==> config.mk <==
export PLATFORM = sky130hd
export DESIGN_NAME = ordered_deque_list_engine
export DESIGN_NICKNAME = d
export VERILOG_FILES = /design/src/hdl/odle_pkg.sv /design/src/hdl/ordered_deque_list_engine.sv
export SDC_FILE = /design/constraint.sdc
export NUM_CORES = 2
export LEC_CHECK = 0
export ABC_AREA = 1
export ABC_CLOCK_PERIOD_IN_PS = 20800
export BUFFER_PORTS_ARGS = -buffer_cell sky130_fd_sc_hd__buf_2
export CORE_UTILIZATION = 45
export DETAILED_ROUTE_END_ITERATION = 10
export PLACE_DENSITY = 0.56
export SLEW_MARGIN = 10
export SYNTH_ARGS = -nofsm -noshare
export SYNTH_HDL_FRONTEND = slang
export SYNTH_SLANG_ARGS = --single-unit
==> constraint.sdc <==
create_clock -name clock -period 20.8 [get_ports clock]
set_input_delay 0 -clock clock [delete_from_list [all_inputs] [get_ports clock]]
set_output_delay 0 -clock clock [all_outputs]
set_load 0.02 [all_outputs]
==> src/hdl/odle_pkg.sv <==
// ----------------------------------------------------------------------------
// odle_pkg
// Shared widths, codes and state types of the ordered deque list engine.
// ----------------------------------------------------------------------------
`default_nettype none

package odle_pkg;

   // default store depth
   localparam int CAPACITY_DEF = 64;

   // fixed field widths
   localparam int KEY_W    = 32;
   localparam int ACTION_W = 3;
   localparam int STATUS_W = 2;

   // command actions
   typedef enum logic [ACTION_W-1:0] {
      ACT_CLEAR         = 3'd0,
      ACT_PUSH_FRONT    = 3'd1,
      ACT_PUSH_BACK     = 3'd2,
      ACT_POP_FRONT     = 3'd3,
      ACT_POP_BACK      = 3'd4,
      ACT_SORTED_INSERT = 3'd5,
      ACT_DELETE_KEY    = 3'd6,
      ACT_REVERSE       = 3'd7
   } action_type;

   // result status codes
   typedef enum logic [STATUS_W-1:0] {
      STAT_OK        = 2'd0,
      STAT_EMPTY     = 2'd1,
      STAT_NOT_FOUND = 2'd2,
      STAT_FULL      = 2'd3
   } status_type;

   // sequencer states
   typedef enum logic [2:0] {
      ST_IDLE,
      ST_SCAN,
      ST_POP,
      ST_SHIFT,
      ST_DRAIN,
      ST_FINISH
   } state_type;

   // list update applied when a command finishes
   typedef enum logic [2:0] {
      OP_NONE,
      OP_INSERT,
      OP_REMOVE,
      OP_CLEAR,
      OP_FLIP
   } op_type;

endpackage

`default_nettype wire

==> src/hdl/ordered_deque_list_engine.sv <==
// ----------------------------------------------------------------------------
// ordered_deque_list_engine
// Ordered deque of signed keys in a circular single-port-read memory, with
// push/pop at both ends, sorted insert, delete by key and reverse.
// ----------------------------------------------------------------------------
// A command is taken when start is high and busy is low; its one result shows
// on the rsp_ ports for exactly one cycle, flagged by rsp_valid, as busy drops.
// The receiver cannot stall. Clear, pushes and reverse go from accept straight
// to the finish state; pops on a non-empty list first pass a pop state that
// reads the end entry. Sorted insert and delete by key read one entry per
// cycle to find their position, then move the entries past it one per cycle,
// and a drain state writes the last moved entry. On a list in forward order
// the scan and the move together cover the list about once; in reversed order
// both cover the same end of it. The single memory read port, one access a
// cycle, sets this pace. No clearing pass runs after reset.
`default_nettype none

module ordered_deque_list_engine
   import odle_pkg::*;
#(
   parameter int CAPACITY = CAPACITY_DEF,
   localparam int CNT_W = $clog2(CAPACITY + 1)
) (
   input  wire logic                       clock,
   input  wire logic                       reset,
   input  wire logic                       start,
   input  wire logic [ACTION_W-1:0]        req_action,
   input  wire logic signed [KEY_W-1:0]    req_key,
   output logic                            busy,
   output logic                            rsp_valid,
   output logic [STATUS_W-1:0]             rsp_status,
   output logic signed [KEY_W-1:0]         rsp_removed_key,
   output logic [CNT_W-1:0]                rsp_entry_count
);

   localparam int IDX_W = (CAPACITY > 1) ? $clog2(CAPACITY) : 1;

   // physical slot of a position counted from the front slot
   function automatic logic [IDX_W-1:0] slot_of(input logic [IDX_W-1:0] base,
                                                input logic [CNT_W-1:0] ofs);
      logic [CNT_W:0] sum;
      sum = (CNT_W+1)'(base) + (CNT_W+1)'(ofs);
      if (sum >= (CNT_W+1)'(CAPACITY)) begin
         sum = sum - (CNT_W+1)'(CAPACITY);
      end
      return sum[IDX_W-1:0];
   endfunction

   // control and list state
   state_type          state_ff, state_in;
   op_type             op_ff, op_in;
   status_type         stat_ff, stat_in;
   logic [CNT_W-1:0]   cnt_ff, cnt_in;
   logic [IDX_W-1:0]   front_ff, front_in;
   logic               rev_ff, rev_in;

   // command payload and progress
   logic [KEY_W-1:0]   key_ff, key_in;
   logic [KEY_W-1:0]   removed_ff, removed_in;
   logic [CNT_W-1:0]   pos_ff, pos_in;
   logic [CNT_W-1:0]   idx_ff, idx_in;
   logic [CNT_W-1:0]   rd_idx_ff, rd_idx_in;
   logic               rd_vld_ff, rd_vld_in;
   logic [CNT_W-1:0]   sh_rd_ff, sh_rd_in;
   logic [CNT_W-1:0]   wr_phys_ff, wr_phys_in;
   logic               wr_vld_ff, wr_vld_in;

   // result register
   logic               rsp_valid_ff, rsp_valid_in;
   status_type         rsp_status_ff, rsp_status_in;
   logic [KEY_W-1:0]   rsp_removed_ff, rsp_removed_in;
   logic [CNT_W-1:0]   rsp_count_ff, rsp_count_in;

   // key memory
   logic [KEY_W-1:0]   key_mem [CAPACITY];
   logic [KEY_W-1:0]   rd_data_ff;
   logic               rd_en;
   logic [IDX_W-1:0]   rd_addr;
   logic               wr_en;
   logic [IDX_W-1:0]   wr_addr;
   logic [KEY_W-1:0]   wr_data;

   // decode helpers
   logic               accept;
   action_type         act;
   logic               full;
   logic               empty;
   logic [CNT_W-1:0]   cnt_last;
   logic [IDX_W-1:0]   front_dec;
   logic [IDX_W-1:0]   front_inc;
   logic [CNT_W-1:0]   push_pos;
   logic [CNT_W-1:0]   pop_pos;
   logic               scan_match;
   logic               scan_hit;
   logic               scan_end;
   logic [CNT_W-1:0]   scan_i;
   logic [CNT_W-1:0]   launch_pos;
   logic               shift_need;
   logic [CNT_W-1:0]   sh_stop;

   assign accept    = start && (state_ff == ST_IDLE);
   assign act       = action_type'(req_action);
   assign full      = (cnt_ff == CNT_W'(CAPACITY));
   assign empty     = (cnt_ff == '0);
   assign cnt_last  = cnt_ff - CNT_W'(1);
   assign front_dec = (front_ff == '0) ? IDX_W'(CAPACITY - 1) : front_ff - IDX_W'(1);
   assign front_inc = (front_ff == IDX_W'(CAPACITY - 1)) ? '0 : front_ff + IDX_W'(1);

   // end positions in physical order, taking the orientation into account
   assign push_pos = ((act == ACT_PUSH_FRONT) != rev_ff) ? '0 : cnt_ff;
   assign pop_pos  = ((act == ACT_POP_FRONT) != rev_ff) ? '0 : cnt_last;

   // compare the entry read back during a scan
   assign scan_match = (op_ff == OP_INSERT) ? ($signed(rd_data_ff) > $signed(key_ff))
                                            : (rd_data_ff == key_ff);
   assign scan_hit   = rd_vld_ff && scan_match;
   assign scan_end   = rd_vld_ff && (rd_idx_ff == cnt_last);
   assign scan_i     = scan_hit ? rd_idx_ff : cnt_ff;

   // physical position the insert or removal works on
   always_comb begin
      launch_pos = pos_ff;
      if (state_ff == ST_SCAN) begin
         if (op_ff == OP_INSERT) begin
            launch_pos = rev_ff ? (cnt_ff - scan_i) : scan_i;
         end else begin
            launch_pos = rev_ff ? (cnt_last - scan_i) : scan_i;
         end
      end
   end

   // entries need moving unless the position is at either end
   assign shift_need = (op_ff == OP_INSERT)
                     ? ((launch_pos != '0) && (launch_pos != cnt_ff))
                     : ((launch_pos != '0) && (launch_pos != cnt_last));
   assign sh_stop    = (op_ff == OP_INSERT) ? pos_ff : cnt_last;

   // next state
   always_comb begin
      state_in = state_ff;
      case (state_ff)
         ST_IDLE: begin
            if (accept) begin
               case (act)
                  ACT_POP_FRONT, ACT_POP_BACK: state_in = empty ? ST_FINISH : ST_POP;
                  ACT_SORTED_INSERT:           state_in = (full || empty) ? ST_FINISH : ST_SCAN;
                  ACT_DELETE_KEY:              state_in = empty ? ST_FINISH : ST_SCAN;
                  default:                     state_in = ST_FINISH;
               endcase
            end
         end
         ST_SCAN: begin
            if (scan_hit || scan_end) begin
               if ((op_ff == OP_REMOVE) && !scan_hit) begin
                  state_in = ST_FINISH;
               end else begin
                  state_in = shift_need ? ST_SHIFT : ST_FINISH;
               end
            end
         end
         ST_POP:    state_in = shift_need ? ST_SHIFT : ST_FINISH;
         ST_SHIFT: begin
            if (sh_rd_ff == sh_stop) begin
               state_in = ST_DRAIN;
            end
         end
         ST_DRAIN:  state_in = ST_FINISH;
         ST_FINISH: state_in = ST_IDLE;
         default:   state_in = ST_IDLE;
      endcase
   end

   // datapath, memory accesses and result
   always_comb begin
      op_in          = op_ff;
      stat_in        = stat_ff;
      cnt_in         = cnt_ff;
      front_in       = front_ff;
      rev_in         = rev_ff;
      key_in         = key_ff;
      removed_in     = removed_ff;
      pos_in         = pos_ff;
      idx_in         = idx_ff;
      rd_idx_in      = rd_idx_ff;
      rd_vld_in      = 1'b0;
      sh_rd_in       = sh_rd_ff;
      wr_phys_in     = wr_phys_ff;
      wr_vld_in      = 1'b0;
      rsp_valid_in   = 1'b0;
      rsp_status_in  = rsp_status_ff;
      rsp_removed_in = rsp_removed_ff;
      rsp_count_in   = rsp_count_ff;
      rd_en          = 1'b0;
      rd_addr        = front_ff;
      wr_en          = 1'b0;
      wr_addr        = front_ff;
      wr_data        = rd_data_ff;

      // write back an entry moved during a shift
      if (wr_vld_ff) begin
         wr_en   = 1'b1;
         wr_addr = slot_of(front_ff, wr_phys_ff);
         wr_data = rd_data_ff;
      end

      case (state_ff)
         ST_IDLE: begin
            if (accept) begin
               key_in     = req_key;
               removed_in = '0;
               stat_in    = STAT_OK;
               op_in      = OP_NONE;
               idx_in     = '0;
               pos_in     = '0;
               case (act)
                  ACT_CLEAR: op_in = OP_CLEAR;
                  ACT_PUSH_FRONT, ACT_PUSH_BACK: begin
                     if (full) begin
                        stat_in = STAT_FULL;
                     end else begin
                        op_in  = OP_INSERT;
                        pos_in = push_pos;
                     end
                  end
                  ACT_POP_FRONT, ACT_POP_BACK: begin
                     if (empty) begin
                        stat_in = STAT_EMPTY;
                     end else begin
                        // fetch the end entry for the removed key
                        op_in   = OP_REMOVE;
                        pos_in  = pop_pos;
                        rd_en   = 1'b1;
                        rd_addr = slot_of(front_ff, pop_pos);
                     end
                  end
                  ACT_SORTED_INSERT: begin
                     if (full) begin
                        stat_in = STAT_FULL;
                     end else begin
                        op_in = OP_INSERT;
                     end
                  end
                  ACT_DELETE_KEY: begin
                     if (empty) begin
                        stat_in = STAT_EMPTY;
                     end else begin
                        op_in = OP_REMOVE;
                     end
                  end
                  ACT_REVERSE: begin
                     if (empty) begin
                        stat_in = STAT_EMPTY;
                     end else begin
                        op_in = OP_FLIP;
                     end
                  end
                  default: op_in = OP_NONE;
               endcase
            end
         end

         ST_SCAN: begin
            if (scan_hit || scan_end) begin
               if ((op_ff == OP_REMOVE) && !scan_hit) begin
                  stat_in = STAT_NOT_FOUND;
                  op_in   = OP_NONE;
               end else begin
                  pos_in = launch_pos;
                  if (op_ff == OP_REMOVE) begin
                     removed_in = key_ff;
                     sh_rd_in   = launch_pos + CNT_W'(1);
                  end else begin
                     sh_rd_in   = cnt_last;
                  end
               end
            end else if (idx_ff != cnt_ff) begin
               // issue the next read in list order
               rd_en     = 1'b1;
               rd_addr   = slot_of(front_ff, rev_ff ? (cnt_last - idx_ff) : idx_ff);
               rd_vld_in = 1'b1;
               rd_idx_in = idx_ff;
               idx_in    = idx_ff + CNT_W'(1);
            end
         end

         ST_POP: begin
            removed_in = rd_data_ff;
            sh_rd_in   = pos_ff + CNT_W'(1);
         end

         ST_SHIFT: begin
            // read one neighbor, write it one place over next cycle
            rd_en     = 1'b1;
            rd_addr   = slot_of(front_ff, sh_rd_ff);
            wr_vld_in = 1'b1;
            if (op_ff == OP_INSERT) begin
               wr_phys_in = sh_rd_ff + CNT_W'(1);
               sh_rd_in   = sh_rd_ff - CNT_W'(1);
            end else begin
               wr_phys_in = sh_rd_ff - CNT_W'(1);
               sh_rd_in   = sh_rd_ff + CNT_W'(1);
            end
         end

         ST_FINISH: begin
            case (op_ff)
               OP_INSERT: begin
                  wr_en   = 1'b1;
                  wr_data = key_ff;
                  if (pos_ff == '0) begin
                     front_in = front_dec;
                     wr_addr  = front_dec;
                  end else begin
                     wr_addr  = slot_of(front_ff, pos_ff);
                  end
                  cnt_in = cnt_ff + CNT_W'(1);
               end
               OP_REMOVE: begin
                  if (pos_ff == '0) begin
                     front_in = front_inc;
                  end
                  cnt_in = cnt_last;
                  if (cnt_ff == CNT_W'(1)) begin
                     rev_in = 1'b0;
                  end
               end
               OP_CLEAR: begin
                  cnt_in   = '0;
                  front_in = '0;
                  rev_in   = 1'b0;
               end
               OP_FLIP: rev_in = !rev_ff;
               default: ;
            endcase
            rsp_valid_in   = 1'b1;
            rsp_status_in  = stat_ff;
            rsp_removed_in = removed_ff;
            rsp_count_in   = cnt_in;
         end

         default: ;
      endcase
   end

   // control registers
   always_ff @(posedge clock) begin
      if (reset) begin
         state_ff     <= ST_IDLE;
         cnt_ff       <= '0;
         front_ff     <= '0;
         rev_ff       <= 1'b0;
         rd_vld_ff    <= 1'b0;
         wr_vld_ff    <= 1'b0;
         rsp_valid_ff <= 1'b0;
      end else begin
         state_ff     <= state_in;
         cnt_ff       <= cnt_in;
         front_ff     <= front_in;
         rev_ff       <= rev_in;
         rd_vld_ff    <= rd_vld_in;
         wr_vld_ff    <= wr_vld_in;
         rsp_valid_ff <= rsp_valid_in;
      end
   end

   // payload registers
   always_ff @(posedge clock) begin
      op_ff          <= op_in;
      stat_ff        <= stat_in;
      key_ff         <= key_in;
      removed_ff     <= removed_in;
      pos_ff         <= pos_in;
      idx_ff         <= idx_in;
      rd_idx_ff      <= rd_idx_in;
      sh_rd_ff       <= sh_rd_in;
      wr_phys_ff     <= wr_phys_in;
      rsp_status_ff  <= rsp_status_in;
      rsp_removed_ff <= rsp_removed_in;
      rsp_count_ff   <= rsp_count_in;
   end

   // memory write port
   always_ff @(posedge clock) begin
      if (wr_en) begin
         key_mem[wr_addr] <= wr_data;
      end
   end

   // memory read port, registered data
   always_ff @(posedge clock) begin
      if (rd_en) begin
         rd_data_ff <= key_mem[rd_addr];
      end
   end

   assign busy            = (state_ff != ST_IDLE);
   assign rsp_valid       = rsp_valid_ff;
   assign rsp_status      = rsp_status_ff;
   assign rsp_removed_key = rsp_removed_ff;
   assign rsp_entry_count = rsp_count_ff;

endmodule

`default_nettype wire

# == Yosys cells after proc, flatten, opt, wreduce, memory -nomap -nowiden ==
# Memory sizes are Yosys's and may differ from the RTL's. A register that Yosys moved wholly into a read port is not among the register bits.
# Index checks and enable logic that the tools add are counted.
# word_totals
regBits,165
out_inout_bits,43
inputBits,38
latch_bits,0
n_memories,1
rom_bits,0
ram_bits,2048
# op_classes
n_mul,0
bitwise_logic,2
n_reduce_logical,38
n_eq_ne,38
addsub,22
div,0
order_cmp,6
shift,0
muxes,96
# memory_table
memory,depth,width,rd,rd_ports_with_merged_regs,write_ports,line,rtl
key_mem,64,32,1,1,1,ordered_deque_list_engine.sv:75,logic [KEY_W-1:0] key_mem [CAPACITY];
# op_table
operator,count
32-bit 2-to-1 mux,6
7-bit 2-to-1 mux,22
6-bit 2-to-1 mux,18
32-bit case mux with 3 select lines,1
7-bit case mux with 2 select lines,3
7-bit case mux with 3 select lines,2
6-bit by 7-bit adder with 8-bit output,5
8-bit by 7-bit >= comparator with 1-bit output (second input constant),5
3-bit 2-to-1 mux,12
6-bit case mux with 3 select lines,2
6-bit by 1-bit subtractor with 6-bit output (second input constant),6
7-bit by 1-bit adder with 7-bit output (second input constant),5
32-bit equality test,1
32-bit greater-than comparator,1
3-bit equality test (second input constant),7
7-bit != test,3
7-bit subtractor,3
3-bit by 2-bit equality test with 1-bit output (second input constant),6
1-bit 2-to-1 mux,17
4-bit AND reduction,4
3-bit case mux with 5 select lines,1
3-bit nonzero test,5
7-bit equality test,2
7-bit zero test,2
other kinds (29),63

# == Depth between registers and ports, before layout ==
# depth
word_depth,15
ltp_mapped,42

# == Worst setup path before layout ==
# OpenSTA, ideal clock, no wires.
# synth_path
path_type,register -> register
startpoint,register cnt_ff[0]
endpoint,"register removed_ff[0], enable pin"
path_buffers,1
t_required_ns,20.206
path_slack_ns,12.997
arrival_time_ns,7.209
setup_time_ns,0.594
period_less_slack_ns,7.803
path_stages_with_launch,14
path_cell_list,dfxtp_1 > buf_4 > clkinv_1 > ha_1 > inv_1 > o21ai_0 > nor4_1 > nand3_1 > nor2_1 > nand3_1 > and2_4 > nand2_1 > nand2_1 > a2111oi_0
# synth_via
elab_chain_len,6
# synth_lines
item,line,rtl
"start, declared",ordered_deque_list_engine.sv:53,"logic [CNT_W-1:0] cnt_ff, cnt_in;"
"start signal, assigned",ordered_deque_list_engine.sv:357,cnt_ff <= cnt_in;
7-bit by 1-bit subtractor with 7-bit output,ordered_deque_list_engine.sv:105,assign cnt_last = cnt_ff - CNT_W'(1);
7-bit equality test,ordered_deque_list_engine.sv:117,assign scan_end = rd_vld_ff && (rd_idx_ff == cnt_last);
1-bit logical AND,ordered_deque_list_engine.sv:117,
1-bit logical OR,ordered_deque_list_engine.sv:263,if (scan_hit || scan_end) begin
2-bit by 1-bit != test with 1-bit output (no source line),-,
5-bit AND reduction (no source line),-,
"end signal, assigned",ordered_deque_list_engine.sv:371,removed_ff <= removed_in;
"end, declared",ordered_deque_list_engine.sv:59,"logic [KEY_W-1:0] removed_ff, removed_in;"
# Every way passes these cells.
# A chain may end at the register's enable or synchronous reset.

# == Worst setup path in the final report ==
# layout_path
startpoint,register cnt_ff[0]
endpoint,"register rd_data_ff[13], read port of key_mem (data pin)"
# layout_via
elab_chain_len,9
word_cells_on_any_way,29
# layout_lines
item,line,rtl
7-bit by 1-bit subtractor with 7-bit output,ordered_deque_list_engine.sv:105,
7-bit subtractor or 7-bit 2-to-1 mux (tied branches),"ordered_deque_list_engine.sv:279, ordered_deque_list_engine.sv:111",
7-bit 2-to-1 mux or 6-bit by 7-bit adder with 8-bit output (tied branches),"ordered_deque_list_engine.sv:279, ordered_deque_list_engine.sv:42",
6-bit by 7-bit adder with 8-bit output (tied with other cells),ordered_deque_list_engine.sv:42,sum = (CNT_W+1)'(base) + (CNT_W+1)'(ofs);
8-bit by 7-bit >= comparator with 1-bit output (tied with other cells),ordered_deque_list_engine.sv:43,if (sum >= (CNT_W+1)'(CAPACITY)) begin
"6-bit 2-to-1 mux, on equally long branches","ordered_deque_list_engine.sv:43, ordered_deque_list_engine.sv:226",
"6-bit 2-to-1 mux, on equally long branches","ordered_deque_list_engine.sv:276, ordered_deque_list_engine.sv:215",
"6-bit 2-to-1 mux, on equally long branches","ordered_deque_list_engine.sv:263, ordered_deque_list_engine.sv:208",
6-bit case mux with 3 select lines,ordered_deque_list_engine.sv:206,case (state_ff)
"end, declared",ordered_deque_list_engine.sv:76,logic [KEY_W-1:0] rd_data_ff;
# Parallel ways exist; a longest one is shown, timed or not.

==> results.md <==
* Synth unique cells at 64
* Path type of the worst setup path: register to register
* Io pins at around 80
* Post-route DRC at 0
* Die W at approximately 460 um
* Commonest non-fill, non-tap cell in the layout: edfxtp_1
* Status: finished, final reports clean
* Syn. warnings at 0
* Initial antenna violation count at 23
* Fin crit period at between 8 and 9 ns
* Post-route worst setup slack at 12.50 ns
* Number of buffers created by CTS at between 200 and 250
* Final hold vios at 0
* Hold EP: wr_vld_ff$_SDFF_PP0_
* DRT iter0 DRCs at a little under 8000
* Worst endpoint required time at 21.54 ns
* CP arrival at about 9 ns
* Aggregate global routing overflow at 0
* EDFF count, synth at between 2000 and 2500
* Via Count at about 64000
* # nets final at around 8000
* CP endpoint kind: register
* Vias/cell at between 5 and 6
* Hold buffer count at CTS at 75
* Fraction of layout cells with a size suffix above 1 at between 8 and 9%
* Vias in the first global route at between 60000 and 70000
* Clock Tree Buf Depth at 3
* Place WS at approximately 13 ns
* Post-CTS sizing at 0
* Row cnt at 167
* R2r setup slk at 12.50 ns
* Critical R2R Launch: cnt_ff[0]$_SDFFE_PP0P_
* CTS tree: built
* Global-route wire length before repair at between 400000 and 500000 um
* Final setup viols at 0
* Worst-Margin Slew at around 1.4 ns
* Wirelength per Cell at roughly 28 um
* Core area at approximately 210000 um^2
* Largest net degree at the start of global routing at about 180
* Max Cap Viol at 0
* Port buffer count at 80
* RSZ-0062 raised after global routing: false
* Hold Path Origin: reset
* Starting Density at 45.4%
* Syn_nets at approximately 8000
* Worst min path class: input port to register
* F_max at 120 MHz
* DP HPWL at 169000 um
* Fin. max-slew vios at 0
* Cells after Synth at 7690
* CTS Root Cell: clkbuf_16
* Hold Crit Depth at 3
* Detailed Routing Iterations Pass 1 at 8
* Post-Route Utilization at around 51%
* Routability Congestion at between 0.9 and 1
* Worst r2r path cells at 22
* Reg clk slew, reported paths at about 0.06 ns
* Fill cells at 18024
* Asr flop ratio synth at 0%
* Total length of routed wires at between 200000 and 300000 um
* Crit-path max FO at around 180
* Die Area at 211000 um^2
* Clock skew at around 0.073 ns
* Post-synthesis sequential area ratio at a little over 70%
* Total track usage at between 20% and 30%
* Antenna-violating nets left at 0
* Top_reg_cell synth: edfxtp_1
* Startpoint class of the critical path: register
* Post-CTS Setup Repair Bufs at 0
* # clock sinks at 2244
* Worst skew pair latency at between 0.8 and 0.9 ns
* Setup_tns at 0 ns
* Slew margin rel. at 8.86%
* Final worst path period share at roughly two fifths
* Worst R2R End: rd_data_ff[13]$_DFFE_PP_
* H-tree Lvls at 4
* Yosys reg bits at 2244
* Synth Cell Area at approximately 94000 um^2
* Most frequent cells in the layout: edfxtp_1 (2224), nor2_1 (1550), nand2_1 (1081)
* Area growth syn-to-layout at 12.2%
* Die Ht at between 400 and 500 um
* Synth Area per Inst at ~12 um^2
-- routing by layer --
metal | track usage (%) | vias to the layer above | routed length [um] | part of all wire (%)
met5 | 0 | - | 69 | 0.023
met4 | 11.6 | 10 | 13500 | 4.5
met3 | 5.19 | 534 | 26500 | 8.9
met2 | 42.8 | 2878 | 134000 | 45
met1 | 39.2 | 32255 | 125000 | 42
li1 | - | 28169 | - | -
-- critical path, cell delays in order, from the launching register on --
cell and delay, ns:
dfxtp_1 0.66, clkinv_1 0.41, ha_1 0.49, inv_1 0.16
fa_1 0.51, nand2_1 0.05, o21ai_0 0.14, inv_1 0.09
fa_1 0.45, o21ai_2 0.16, a21oi_2 0.12, inv_8 0.48
buf_12 0.63, buf_4 0.83, buf_4 0.75, buf_4 0.67
o21ai_0 0.20, o21bai_1 0.20, o311ai_0 0.11, nand3_1 0.20
nand3_1 0.36, nand3_1 0.14, nand2_1 0.10
-- per-stage QoR --
| stage | hold slack (ns) | instance area [um^2] | instances |
|---|---|---|---|
| CTS | 0.0826 | 106000 | 10722 |
| global placement | 0.181 | 98100 | 10240 |
| detailed placement | 0.184 | 98200 | 10241 |
| global route | 0.121 | 106000 | 10722 |
| finish | 0.136 | 106000 | 10725 |
| floorplan | 0.0839 | 94300 | 7690 |
-- cells by family after synthesis --
| logic type | synth area share, % |
|---|---|
| and+or+nand+nor | 13.1 |
| buffers and inverters | 3.58 |
| AOI/OAI and AO/OA | 10.4 |
| DFF | 71.3 |
| adders and majority gates | 1.27 |
| xor gates and xnor gates | 0.425 |
-- synth_stat cells, drive strengths merged (86+ instances only) --
library cell,count,area share [%]
edfxtp,2224,71
nor2,1625,6.5
nand2,1087,4.4
o21ai,638,3.4
o32ai,387,3.6
nand3,352,1.9
buf,272,1.7
inv,257,1.0
clkbuf,214,0.85
o21bai,130,1.0
o311ai,128,1.2
ha,86,1.1
-- worst max path at each step --
| stage | end | slack [ns] | cells after the start | startpoint |
|---|---|---|---|---|
| 4_1_cts | rd_data_ff[13]$_DFFE_PP_ | 12.68 | 22 | cnt_ff[0]$_SDFFE_PP0P_ |
| 5_1_grt | rd_data_ff[13]$_DFFE_PP_ | 11.93 | 30 | cnt_ff[0]$_SDFFE_PP0P_ |
| 3_3_place_gp | rd_data_ff[19]$_DFFE_PP_ | 12.74 | 31 | cnt_ff[0]$_SDFFE_PP0P_ |
| 2_1_floorplan | removed_ff[0]$_DFFE_PP_ | 13.00 | 13 | cnt_ff[0]$_SDFFE_PP0P_ |
| 3_5_place_dp | rd_data_ff[13]$_DFFE_PP_ | 12.64 | 22 | cnt_ff[0]$_SDFFE_PP0P_ |
| 6_report | rd_data_ff[13]$_DFFE_PP_ | 12.50 | 22 | cnt_ff[0]$_SDFFE_PP0P_ |
-- cell type report --
cell class	count	area [um^2]	area share (%)
Antenna cell	3	7.51	0.00710
Clock buffer	288	5930	5.61
Clock inverter	118	918	0.868
Inverter	260	1010	0.956
Multi-Input combinational cell	4700	24700	23.3
Sequential cell	2244	67200	63.5
Tap cell	2788	3490	3.30
Timing Repair Buffer	324	2560	2.42
-- registers in the layout, summed over array words and instances (netlist names), 2 cells and up --
signal           flops
cnt_ff               7
key_ff              32
removed_ff          32
rd_data_ff          32
front_ff             6
key_mem           2048
rsp_status           2
pos_ff               7
idx_ff               7
rsp_removed_key     32
wr_phys_ff           6
rd_idx_ff            7
sh_rd_ff             7
state_ff             3
stat_ff              2
rsp_entry_count      7
op_ff                3
Power is not shown: default switching activity piles up to over one toggle a cycle in this logic, so the estimate is an artifact.
